### config.mk
export PLATFORM = sky130hd
export DESIGN_NAME = psf_isqrt
export DESIGN_NICKNAME = d
export VERILOG_FILES = /design/src/hdl/psf_pkg.sv /design/src/hdl/psf_isqrt.sv
export SDC_FILE = /design/constraint.sdc
export NUM_CORES = 2
export LEC_CHECK = 0
export BUFFER_PORTS_ARGS = -buffer_cell sky130_fd_sc_hd__buf_4
export CAP_MARGIN = 20
export CORE_UTILIZATION = 40
export CTS_BUF_LIST = sky130_fd_sc_hd__clkbuf_4 sky130_fd_sc_hd__clkbuf_8
export CTS_CLUSTER_DIAMETER = 50
export DETAILED_ROUTE_END_ITERATION = 7
export PLACE_DENSITY = 0.64
export RECOVER_POWER = 25
export SYNTH_ARGS = -nofsm -noshare
export SYNTH_HDL_FRONTEND = slang
export SYNTH_SLANG_ARGS = --single-unit
### constraint.sdc
create_clock -name clk -period 4.7 [get_ports clk]
set_input_delay 0.47 -clock clk [delete_from_list [all_inputs] [get_ports clk]]
set_output_delay 0.47 -clock clk [all_outputs]
set_load 0.05 [all_outputs]
### src/hdl/psf_pkg.sv
// ============================================================================
// psf_pkg
// Shared types, widths, register codes and the exp constant table of the
// pinning site force unit.
// ============================================================================
package psf_pkg;

    localparam int POS_W      = 24;   // offset width, signed Q12.12
    localparam int LEN_W      = 23;   // radius, line length, decay length
    localparam int STR_W      = 24;   // strength, Q8.16
    localparam int FORCE_W    = 32;   // force component, Q16.16
    localparam int CFG_IDX_W  = 3;
    localparam int CFG_DATA_W = 24;
    localparam int DIST_W     = (POS_W > LEN_W) ? POS_W : LEN_W;
    localparam int XQ_W       = 21;   // exponent argument, Q5.16
    localparam int EXP_STAGES = XQ_W;
    localparam int WQ_W       = 32;   // exp value, Q0.32
    localparam int DEN_W      = WQ_W + 2;
    localparam int SQ_W       = WQ_W - 1;   // r and s quotients
    localparam int MAG_W      = 24;   // force magnitude, below 2^24

    typedef enum logic [CFG_IDX_W-1:0] {
        REG_SHAPE  = 3'd0,
        REG_RADIUS = 3'd1,
        REG_LINE   = 3'd2,
        REG_STR    = 3'd3,
        REG_DECAY  = 3'd4
    } cfg_reg_t;

    typedef struct packed {
        logic signed [POS_W-1:0] offset_x;
        logic signed [POS_W-1:0] offset_y;
    } psf_in_t;

    typedef struct packed {
        logic signed [FORCE_W-1:0] force_x;
        logic signed [FORCE_W-1:0] force_y;
        logic                      saturated;
    } psf_out_t;

    typedef logic [EXP_STAGES-1:0][WQ_W-1:0] exp_tab_t;

    // e^-(2^-k) in Q0.32: series summed in Q0.60 with truncated terms
    function automatic logic [WQ_W-1:0] exp_frac_const(input int k);
        logic [63:0] term;
        logic [63:0] sum;
        logic [63:0] rnd;
        term = 64'd1 << 60;
        sum  = 64'd1 << 60;
        for (int n = 1; n < 64; n++) begin
            if (term != 64'd0) begin
                term = (term >> k) / 64'(n);
                if ((n % 2) == 1)
                    sum = sum - term;
                else
                    sum = sum + term;
            end
        end
        rnd = (sum + (64'd1 << 27)) >> 28;
        return rnd[WQ_W-1:0];
    endfunction

    function automatic logic [WQ_W-1:0] mul_q32(input logic [WQ_W-1:0] a,
                                                input logic [WQ_W-1:0] b);
        logic [63:0] p;
        p = 64'(a) * 64'(b) + (64'd1 << 31);
        return p[63:32];
    endfunction

    // integer bits 0..4 first, then fraction bits from low to high
    function automatic exp_tab_t exp_table();
        exp_tab_t          t;
        logic [WQ_W-1:0]   c;
        c = exp_frac_const(0);
        for (int j = 0; j < 5; j++) begin
            t[j] = c;
            c    = mul_q32(c, c);
        end
        for (int b = 0; b < 16; b++)
            t[5 + b] = exp_frac_const(16 - b);
        return t;
    endfunction

    localparam exp_tab_t EXP_C = exp_table();

endpackage

### src/hdl/psf_isqrt.sv
// ============================================================================
// psf_isqrt
// Pipelined floor square root, one result bit per stage.
// ============================================================================
module psf_isqrt
    import psf_pkg::*;
#(
    parameter int IW = 48,
    parameter int SW = 1
)
(
    input  logic            clk,
    input  logic            rst_n,
    input  logic            in_valid,
    input  logic [IW-1:0]   in_rad,
    input  logic [SW-1:0]   in_side,
    output logic            out_valid,
    output logic [IW/2-1:0] out_root,
    output logic [SW-1:0]   out_side
);

    localparam int N = IW / 2;

    logic          vld_reg  [N];
    logic [IW-1:0] v_reg    [N];
    logic [IW-1:0] r_reg    [N];
    logic [SW-1:0] side_reg [N];

    for (genvar s = 0; s < N; s++) begin : g_stage
        localparam logic [IW-1:0] BIT = IW'(1) << (IW - 2 - 2 * s);
        logic          src_vld;
        logic [IW-1:0] src_v;
        logic [IW-1:0] src_r;
        logic [SW-1:0] src_side;
        logic [IW-1:0] trial;
        logic          ge;
        logic [IW-1:0] v_next;
        logic [IW-1:0] r_next;

        if (s == 0) begin : g_first
            assign src_vld  = in_valid;
            assign src_v    = in_rad;
            assign src_r    = '0;
            assign src_side = in_side;
        end
        else begin : g_next
            assign src_vld  = vld_reg[s-1];
            assign src_v    = v_reg[s-1];
            assign src_r    = r_reg[s-1];
            assign src_side = side_reg[s-1];
        end

        always_comb
        begin
            trial  = src_r + BIT;
            ge     = (src_v >= trial);
            v_next = ge ? (src_v - trial) : src_v;
            r_next = ge ? ((src_r >> 1) + BIT) : (src_r >> 1);
        end

        always_ff @(posedge clk or negedge rst_n)
        begin
            if (!rst_n)
                vld_reg[s] <= 1'b0;
            else
                vld_reg[s] <= src_vld;
        end

        always_ff @(posedge clk)
        begin
            v_reg[s]    <= v_next;
            r_reg[s]    <= r_next;
            side_reg[s] <= src_side;
        end
    end

    assign out_valid = vld_reg[N-1];
    assign out_root  = r_reg[N-1][N-1:0];
    assign out_side  = side_reg[N-1];

endmodule

==> out/metrics.csv <==
metric;value;unit
rows;134;
p_switching;0.0126;W
drc_errors;1;
cp_max_fo;8;
crit_arrival;4410;ps
synth_most_common_cell;dfxtp_1;
place.gp.congestion;0.918;
grt_pass1_vias;38632;
cp-start-kind;flip-flop;
dpl_cell_area;56700;µm²
synth.net_count;5691;
rsz0062_at_grt;no;
grt_antenna_before_repair;2;
hpwl;89800;µm
wirelength;119000;µm
switching_share;0.322;
final_cell_count_no_fill;7579;
worst_slack;1080;ps
fill_cells;12413;
use_met1;0.180;
drive_gt1_frac;0.108;
path_class;reg2reg;
synth_area_leader_cell;dfxtp_1;
synth-seq-cells;1452;
vdd_drop_max;0.000360;V
die_w;370;µm
clk_latency;950;ps
wire_per_inst;15.6;µm
port_buffers;77;
min_from;in_rad[38];
reg2reg_from;r_reg[14][18];
cts_made_buffers;227;
nets;5995;
setup_viol;0;
max_slew_margin;0.340;
h-tree-depth;4;
use_met3;0.0337;
dp_cells;7105;
via_count;37654;
cts_hold_buffers;53;
grt_util_all_layers;0.174;
netlist_top_cells_count;dfxtp_1 (1,428), inv_1 (404), nor2_1 (325);
regToRegSetupSlack;1080;ps
ys_async_sr_fraction;0.0165;
cap_violations;0;
place_ws;1090;ps
final_max_slew_viol_count;0;
grt-ovfl-total;0;
cts_num_sinks;1452;
synth_area_leaders;dfxtp_1 (53%), ha_1 (7.5%), xnor2_1 (3.9%), xor2_1 (3.6%), a21oi_1 (2.9%);
final_hold_viol_count;0;
syn_inst;5317;
stdcell_area;62700;µm²
reg2reg_depth;9;
viasPerCell;4.97;
cts_buffer_depth;3;
post_cts_buffers;0;
setup_tns;0;ps
drtIter0Drc;1748;
period_share;0.771;
area_growth;16.0;%
p_per_area;625;nW/µm²
netlist.area_leader.share;0.529;
seq_area_frac_synth;0.540;
end_kind;flip-flop;
first_pass_iters;8;
cts_resized;0;
grt-busiest-layer;met2;
cts_tree;yes;
yosys_warnings;0;
fin_crit;3620;ps
grt_pass1_wl;193000;µm
grt_max_degree;46;
hold_depth;2;
synth-edff-count;0;
clkPwrFrac;0.305;
cts_root_buffer;clkbuf_8;
r2r_end;v_reg[1][377];
io-pin-count;78;
synth_area;54100;µm²
fin_worst_skew;89.9;ps
multi_input_area;23000;µm²
yosys.cell_types.count;95;
met2_usage;0.331;
worst_pin_slew;981;ps
leakage;28.5;nW
required;5480;ps
register_area;29200;µm²
status;finished with violations;
seqPwrFrac;0.443;
holdWs;164;ps
fmax;276;MHz
avgSynthCellArea;10.2;µm²
p_int;0.0265;W
fp.dieH;370;µm
die_area;137000;µm²
whs_endpoint;v_reg[0][38];
hold_path_class;in2reg;
core_area;134000;µm²
synth_top_flop_cell;dfxtp_1;
initial_core_util;0.404;
violations;design-rule violations;
share_comb_of_total_power;0.252;
largest_reg_flops;1104;
clk_transition_reported_paths;60;ps
ant_nets;0;
==> stage by stage <==
step,utilization,power (W)
after floorplan,-,0.0246
after global placement,0.424,0.0272
after detailed placement,0.424,0.0274
after CTS,0.469,0.0395
after global routing,0.469,0.0416
final,0.469,0.0392
==> power groups by stage <==
stage	clock (W)	combinational [W]	sequential, W
final	0.0119	0.00986	0.0174
after global routing	0.0129	0.0111	0.0177
after CTS	0.0123	0.00985	0.0174
after floorplan	0	0.00781	0.0168
after global placement	0	0.00964	0.0176
after detailed placement	0	0.00976	0.0176
==> metal layers <==
metal	share of wire	vias to the layer above	routed length, µm
met3	0.037	248	4330
met4	0.038	0	4530
met2	0.53	724	62300
met5	0	-	0
met1	0.40	17433	47400
li1	-	19249	-
==> critical path, cell delays in order (launching register included) <==
cell and delay, ps:
dfxtp_1 320, inv_1 40, ha_1 330, or4b_2 590, nor3_1 170, nand4_1 340
a31o_2 390, a221oi_1 850, nand4_1 230, xnor2_1 190
==> area by class of cell <==
type                       count  area share
tap                         1768      0.0353
antenna                        2   0.0000798
clock inverter                60      0.0154
sequential                  1452       0.466
timing repair buffer         165      0.0212
multi-input combinational   3368       0.367
clock buffer                 357      0.0713
inverter                     407      0.0244
==> worst max path at each step <==
stage,startpoint,endpoint,cells past startpoint
2_1_floorplan,r_reg[16][15],v_reg[2][89],10
3_3_place_gp,r_reg[8][35],v_reg[1][85],9
3_5_place_dp,r_reg[8][35],v_reg[1][85],9
4_1_cts,r_reg[20][15],v_reg[2][279],10
5_1_grt,r_reg[20][15],v_reg[2][279],10
6_report,r_reg[14][18],v_reg[1][377],9
==> placed cells by master (no fill, tap or decap), drive strengths merged, types with 58 or more instances in the layout <==
cell type / count
ha: 322
nand3: 84
nor3: 158
nand2: 321
nand2b: 59
nor2: 325
a21o: 105
o21a: 58
clkbuf: 404
a21oi: 311
xor2: 225
o21ai: 242
xnor2: 238
or3: 68
nor4: 198
nand4: 84
inv: 412
dfxtp: 1428
buf: 65
==> logic make-up (layout without fill, tap and decap cells) <==
| kind of cell | Yosys count | in the layout | synth area share |
|---|---|---|---|
| adder cells (fa/ha/maj) | 322 | 322 | 0.0745 |
| AND/OR/NAND/NOR | 1543 | 1543 | 0.150 |
| other | 0 | 2 | 0 |
| AO/OA/AOI/OAI | 996 | 996 | 0.116 |
| flip-flops | 1452 | 1452 | 0.540 |
| multiplexers | 44 | 44 | 0.00896 |
| XOR/XNOR | 463 | 463 | 0.0750 |
| buffers and inverters | 497 | 989 | 0.0354 |
No activity file was read; power rests on OpenSTA's default activity.
