## src/hdl/psf_pkg.sv

```systemverilog
// ============================================================================
// psf_pkg
// Shared types, widths, register codes and the exp constant table of the
// pinning site force unit.
// ============================================================================
package psf_pkg;

    localparam int POS_W      = 24;   // offset width, signed Q12.12
    localparam int LEN_W      = 23;   // radius, line length, decay length
    localparam int STR_W      = 24;   // strength, Q8.16
    localparam int FORCE_W    = 32;   // force component, Q16.16
    localparam int CFG_IDX_W  = 3;
    localparam int CFG_DATA_W = 24;
    localparam int DIST_W     = (POS_W > LEN_W) ? POS_W : LEN_W;
    localparam int XQ_W       = 21;   // exponent argument, Q5.16
    localparam int EXP_STAGES = XQ_W;
    localparam int WQ_W       = 32;   // exp value, Q0.32
    localparam int DEN_W      = WQ_W + 2;
    localparam int SQ_W       = WQ_W - 1;   // r and s quotients
    localparam int MAG_W      = 24;   // force magnitude, below 2^24

    typedef enum logic [CFG_IDX_W-1:0] {
        REG_SHAPE  = 3'd0,
        REG_RADIUS = 3'd1,
        REG_LINE   = 3'd2,
        REG_STR    = 3'd3,
        REG_DECAY  = 3'd4
    } cfg_reg_t;

    typedef struct packed {
        logic signed [POS_W-1:0] offset_x;
        logic signed [POS_W-1:0] offset_y;
    } psf_in_t;

    typedef struct packed {
        logic signed [FORCE_W-1:0] force_x;
        logic signed [FORCE_W-1:0] force_y;
        logic                      saturated;
    } psf_out_t;

    typedef logic [EXP_STAGES-1:0][WQ_W-1:0] exp_tab_t;

    // e^-(2^-k) in Q0.32: series summed in Q0.60 with truncated terms
    function automatic logic [WQ_W-1:0] exp_frac_const(input int k);
        logic [63:0] term;
        logic [63:0] sum;
        logic [63:0] rnd;
        term = 64'd1 << 60;
        sum  = 64'd1 << 60;
        for (int n = 1; n < 64; n++) begin
            if (term != 64'd0) begin
                term = (term >> k) / 64'(n);
                if ((n % 2) == 1)
                    sum = sum - term;
                else
                    sum = sum + term;
            end
        end
        rnd = (sum + (64'd1 << 27)) >> 28;
        return rnd[WQ_W-1:0];
    endfunction

    function automatic logic [WQ_W-1:0] mul_q32(input logic [WQ_W-1:0] a,
                                                input logic [WQ_W-1:0] b);
        logic [63:0] p;
        p = 64'(a) * 64'(b) + (64'd1 << 31);
        return p[63:32];
    endfunction

    // integer bits 0..4 first, then fraction bits from low to high
    function automatic exp_tab_t exp_table();
        exp_tab_t          t;
        logic [WQ_W-1:0]   c;
        c = exp_frac_const(0);
        for (int j = 0; j < 5; j++) begin
            t[j] = c;
            c    = mul_q32(c, c);
        end
        for (int b = 0; b < 16; b++)
            t[5 + b] = exp_frac_const(16 - b);
        return t;
    endfunction

    localparam exp_tab_t EXP_C = exp_table();

endpackage

```

## src/hdl/psf_div.sv

```systemverilog
// ============================================================================
// psf_div
// Pipelined restoring divider, one quotient bit per stage. The caller gives
// a starting remainder below the divisor and the dividend bits to shift in.
// ============================================================================
module psf_div
    import psf_pkg::*;
#(
    parameter int DVW = 23,
    parameter int QW  = 21,
    parameter int SW  = 1
)
(
    input  logic           clk,
    input  logic           rst_n,
    input  logic           in_valid,
    input  logic [DVW-1:0] in_rem,
    input  logic [QW-1:0]  in_bits,
    input  logic [DVW-1:0] in_dv,
    input  logic [SW-1:0]  in_side,
    output logic           out_valid,
    output logic [QW-1:0]  out_q,
    output logic [SW-1:0]  out_side
);

    logic           vld_reg  [QW];
    logic [DVW-1:0] rem_reg  [QW];
    logic [QW-1:0]  bits_reg [QW];
    logic [DVW-1:0] dv_reg   [QW];
    logic [SW-1:0]  side_reg [QW];

    for (genvar s = 0; s < QW; s++) begin : g_stage
        logic           src_vld;
        logic [DVW-1:0] src_rem;
        logic [QW-1:0]  src_bits;
        logic [DVW-1:0] src_dv;
        logic [SW-1:0]  src_side;
        logic [DVW:0]   trial;
        logic [DVW:0]   diff;
        logic           ge;
        logic [DVW-1:0] rem_next;
        logic [QW-1:0]  bits_next;

        if (s == 0) begin : g_first
            assign src_vld  = in_valid;
            assign src_rem  = in_rem;
            assign src_bits = in_bits;
            assign src_dv   = in_dv;
            assign src_side = in_side;
        end
        else begin : g_next
            assign src_vld  = vld_reg[s-1];
            assign src_rem  = rem_reg[s-1];
            assign src_bits = bits_reg[s-1];
            assign src_dv   = dv_reg[s-1];
            assign src_side = side_reg[s-1];
        end

        // shift the quotient bit in where the dividend bit leaves
        always_comb
        begin
            trial     = {src_rem, src_bits[QW-1]};
            diff      = trial - {1'b0, src_dv};
            ge        = (trial >= {1'b0, src_dv});
            rem_next  = ge ? diff[DVW-1:0] : trial[DVW-1:0];
            bits_next = {src_bits[QW-2:0], ge};
        end

        always_ff @(posedge clk or negedge rst_n)
        begin
            if (!rst_n)
                vld_reg[s] <= 1'b0;
            else
                vld_reg[s] <= src_vld;
        end

        always_ff @(posedge clk)
        begin
            rem_reg[s]  <= rem_next;
            bits_reg[s] <= bits_next;
            dv_reg[s]   <= src_dv;
            side_reg[s] <= src_side;
        end
    end

    assign out_valid = vld_reg[QW-1];
    assign out_q     = bits_reg[QW-1];
    assign out_side  = side_reg[QW-1];

endmodule

```

## config.mk

```make
export PLATFORM = sky130hd
export DESIGN_NAME = psf_div
export DESIGN_NICKNAME = d
export VERILOG_FILES = /design/src/hdl/psf_pkg.sv /design/src/hdl/psf_div.sv
export SDC_FILE = /design/constraint.sdc
export NUM_CORES = 2
export LEC_CHECK = 0
export BUFFER_PORTS_ARGS = -buffer_cell sky130_fd_sc_hd__buf_2
export CAP_MARGIN = 30
export CORE_MARGIN = 4
export CORE_UTILIZATION = 26
export CTS_CLUSTER_SIZE = 8
export DETAILED_ROUTE_END_ITERATION = 10
export SLEW_MARGIN = 20
export SYNTH_ARGS = -nofsm -noshare
export SYNTH_HDL_FRONTEND = slang
export SYNTH_SLANG_ARGS = --single-unit
```

## constraint.sdc

```tcl
create_clock -name clk -period 3.45 [get_ports clk]
set_input_delay 0.69 -clock clk [delete_from_list [all_inputs] [get_ports clk]]
set_output_delay 0.69 -clock clk [all_outputs]
set_load 0.02 [all_outputs]
```

==> impl_metrics.ini <==
[run_status]
outcome = finished clean

[floorplanning]
num_io_pins = 94
die_x_um = 477
die_y_um = 477
die_area_um2 = 228000
initial_core_util_pct = 26.2
core_area_um2 = 218000
row_count = 171

[logic_synthesis]
synth-main-ff-cell = dfxtp_1
seq_area_frac_synth_pct = 49.3
synth_edf_count = 0
avgSynthCellArea_um2 = 9.91
yosys_warnings = 0
yosysTopAreaCellShare_pct = 48.4
yosysUniqueCellTypes = 86
netlist_instances = 5773
yosysTopAreaCell = dfxtp_1
synth_area_um2 = 57200
syn-num-nets = 6347
synth_seq_cells = 1403
async_flop_share_pct = 1.50
synth_area_leaders = dfxtp_1, ha_1, inv_1, a21oi_1, xnor2_1

[setup_path]
r2r-start = bits_reg[0][104]$_DFF_P_
crit_type = flip-flop to flip-flop
end_kind = flip-flop
worstPathMaxFanout = 24
r2r-end = rem_reg[1][26]$_DFF_P_
worstPathRequired_ns = 4.09
start_kind = flip-flop
cp-startpoint = bits_reg[0][104]$_DFF_P_
r2r_setup_slack_ns = 0.16
reg2regPathDepth = 13
crit_arrival_ns = 3.94

[global_routing]
grt_first_pass_wirelength_um = 191000
antenna_found_initial = 1
grt.total_usage_pct = 9.85
grt_pass1_vias = 40600
grt_overflow = 0
grt_max_degree = 47

[detailed_routing]
drc_errors = 0
drt-initial-drc-count = 2263
drt_first_pass_iters = 5
avgRoutedWirePerCell_um = 12.8
final_antenna_net_count = 0
finalWirelength_um = 114000
route.vias.total = 39600
via_per_inst = 4.42

[job]
drv_cap = 0

[clock_tree]
clkSlewWorstSetupHoldPaths_ns = 0.05
cts_root_buffer = clkbuf_16
clock_sinks = 1403
clock_path_buffers = 3
cts_buffers = 195
clock_latency_ns = 0.83
h-tree-depth = 4
cts_tree = done

[power]
p_total_mw = 70.5
p_leak_nw = 30.4
power_density_nw_per_um2 = 1040
irDropWorstVdd_uv = 496

[timing]
worst_slew_pin_slew_ns = 0.938
maxSlewHeadroom_pct = 36.7
setup_viol = 0
finalWorstPathRequiredPeriod_ns = 3.29
fin_crit_sh_pct = 95.4
finClkSkew_ns = 0.0751
hold_violations = 0
finalSetupTns_ns = 0
rsz0062_at_grt = no
whs_ns = 0.114
final_max_slew_viol_count = 0
clock.fmax_mhz = 304

[hold_path]
holdPathEnd = rem_reg[0][9]$_DFF_P_
holdPathStages = 2
hp-start = in_rem[8]
hp-class = input pin to flip-flop

[placed_design]
post-dp-hpwl_um = 86100
gp_congestion = 0.905
portBuffers = 93

[cells_and_area]
drive_above_1_share_pct = 9.64
layout_commonest_cell = dfxtp_1
area_growth_pct = 18.1
diodes = 0
layout_common_cells = dfxtp_1, inv_1, ha_1
layout.nets = 6654
[cell families after synthesis]
kind of cell               share of synthesized area (%)
buffers and inverters                               4.90
and+or+nand+nor                                     9.89
DFF                                                 49.3
xor gates and xnor gates                            5.59
AOI/OAI and AO/OA                                   15.7
muxes                                               3.35
adders and majority gates                           11.3
[critical path, cell delays in order, from the launching register on]
cell and delay, ns:
dfxtp_1 0.30, inv_1 0.07, ha_1 0.19, fa_1 0.22, nor2b_1 0.07, o31ai_1 0.37, a21oi_1 0.19, a41oi_2 0.31
o21ai_0 0.12, a21boi_1 0.25, o41ai_1 0.23, a21oi_2 0.24, buf_12 0.20, mux2_2 0.35
[stage by stage]
stage                     utilization, %  cells  setup WS [ns]  area [µm²]
after floorplan                        -   5773          0.136       57200
after global placement              28.3   8690         0.0200       61600
after detailed placement            28.3   8690         0.0145       61600
after CTS                           31.0   8962        0.00504       67500
after global routing                31.0   8963       0.000739       67600
final                               31.0   8963          0.157       67600
[power breakdown]
part / internal [mW] / leakage, nW / total [mW] / switching [mW]
clock: 10.3 / 2.64 / 17.1 / 6.82
sequential: 21.1 / 11.9 / 23.1 / 2.08
combinational: 14.0 / 15.9 / 30.3 / 16.3
total: 45.3 / 30.4 / 70.5 / 25.2
[synth_stat cells (9+ instances only)]
cell type and count:
nor2_1 317, a41oi_1 9, a21oi_1 403, a21boi_0 22
fa_1 20, mux2_1 15, o2111ai_1 12, buf_2 16
and2_1 23, nand2_1 376, a21o_1 203, a31oi_1 50
clkbuf_1 65, o211ai_1 22, xor2_1 152, nor2b_1 79
ha_1 483, nor4_1 11, o21a_1 69, o31ai_1 34
or2_2 15, and3_1 42, o31a_1 23, or3_1 31
o41ai_1 11, nand3_1 77, o21bai_1 48, mux2i_1 21
a2111oi_0 9, o21ai_0 367, nand4_1 60, dfrtp_1 21
a211o_1 13, a31o_2 11, mux2_2 135, xnor2_1 213
inv_1 593, a211oi_1 42, nand2b_1 66, dfxtp_1 1382
nor3_1 63, buf_4 21
[how the worst max path moves through the flow]
stage	endpoint	slack, ns	depth (start not counted)
6_report	rem_reg[1][26]$_DFF_P_	0.16	13
5_1_grt	rem_reg[1][6]$_DFF_P_	0.0007	12
4_1_cts	rem_reg[1][31]$_DFF_P_	0.005	13
3_5_place_dp	rem_reg[1][27]$_DFF_P_	0.01	12
3_3_place_gp	rem_reg[0][19]$_DFF_P_	0.02	14
2_1_floorplan	rem_reg[0][15]$_DFF_P_	0.14	13
[what timing repair did]
| action | 4_1_cts | 5_1_grt |
|---|---|---|
| endpoints found under the hold margin | 66 | 0 |
| setup endpoints to repair | 0 | 59 |
| gates resized for setup | 0 | 11 |
| hold buffers | 46 | 0 |
| buffers inserted | 0 | 1 |
[per-layer routing]
metal,track usage (%),wire length (µm),share of wire [%],up-vias
met1,10.5,46800,41,18100
met2,18.1,57700,50,814
met4,5.19,5390,4.7,0
met3,2.11,4550,4.0,359
met5,0,0,0,-
li1,-,-,-,20400
[final cells by class]
cell class	instances	area, µm²
clock buffer	209	4960
clock inverter	17	510
fill	22000	150000
inverter	594	2230
multi-input combinational	3661	26400
sequential	1403	28200
tap	2854	3570
timing repair buffer	225	1770
Note: power is estimated with default switching activity, not from simulation.
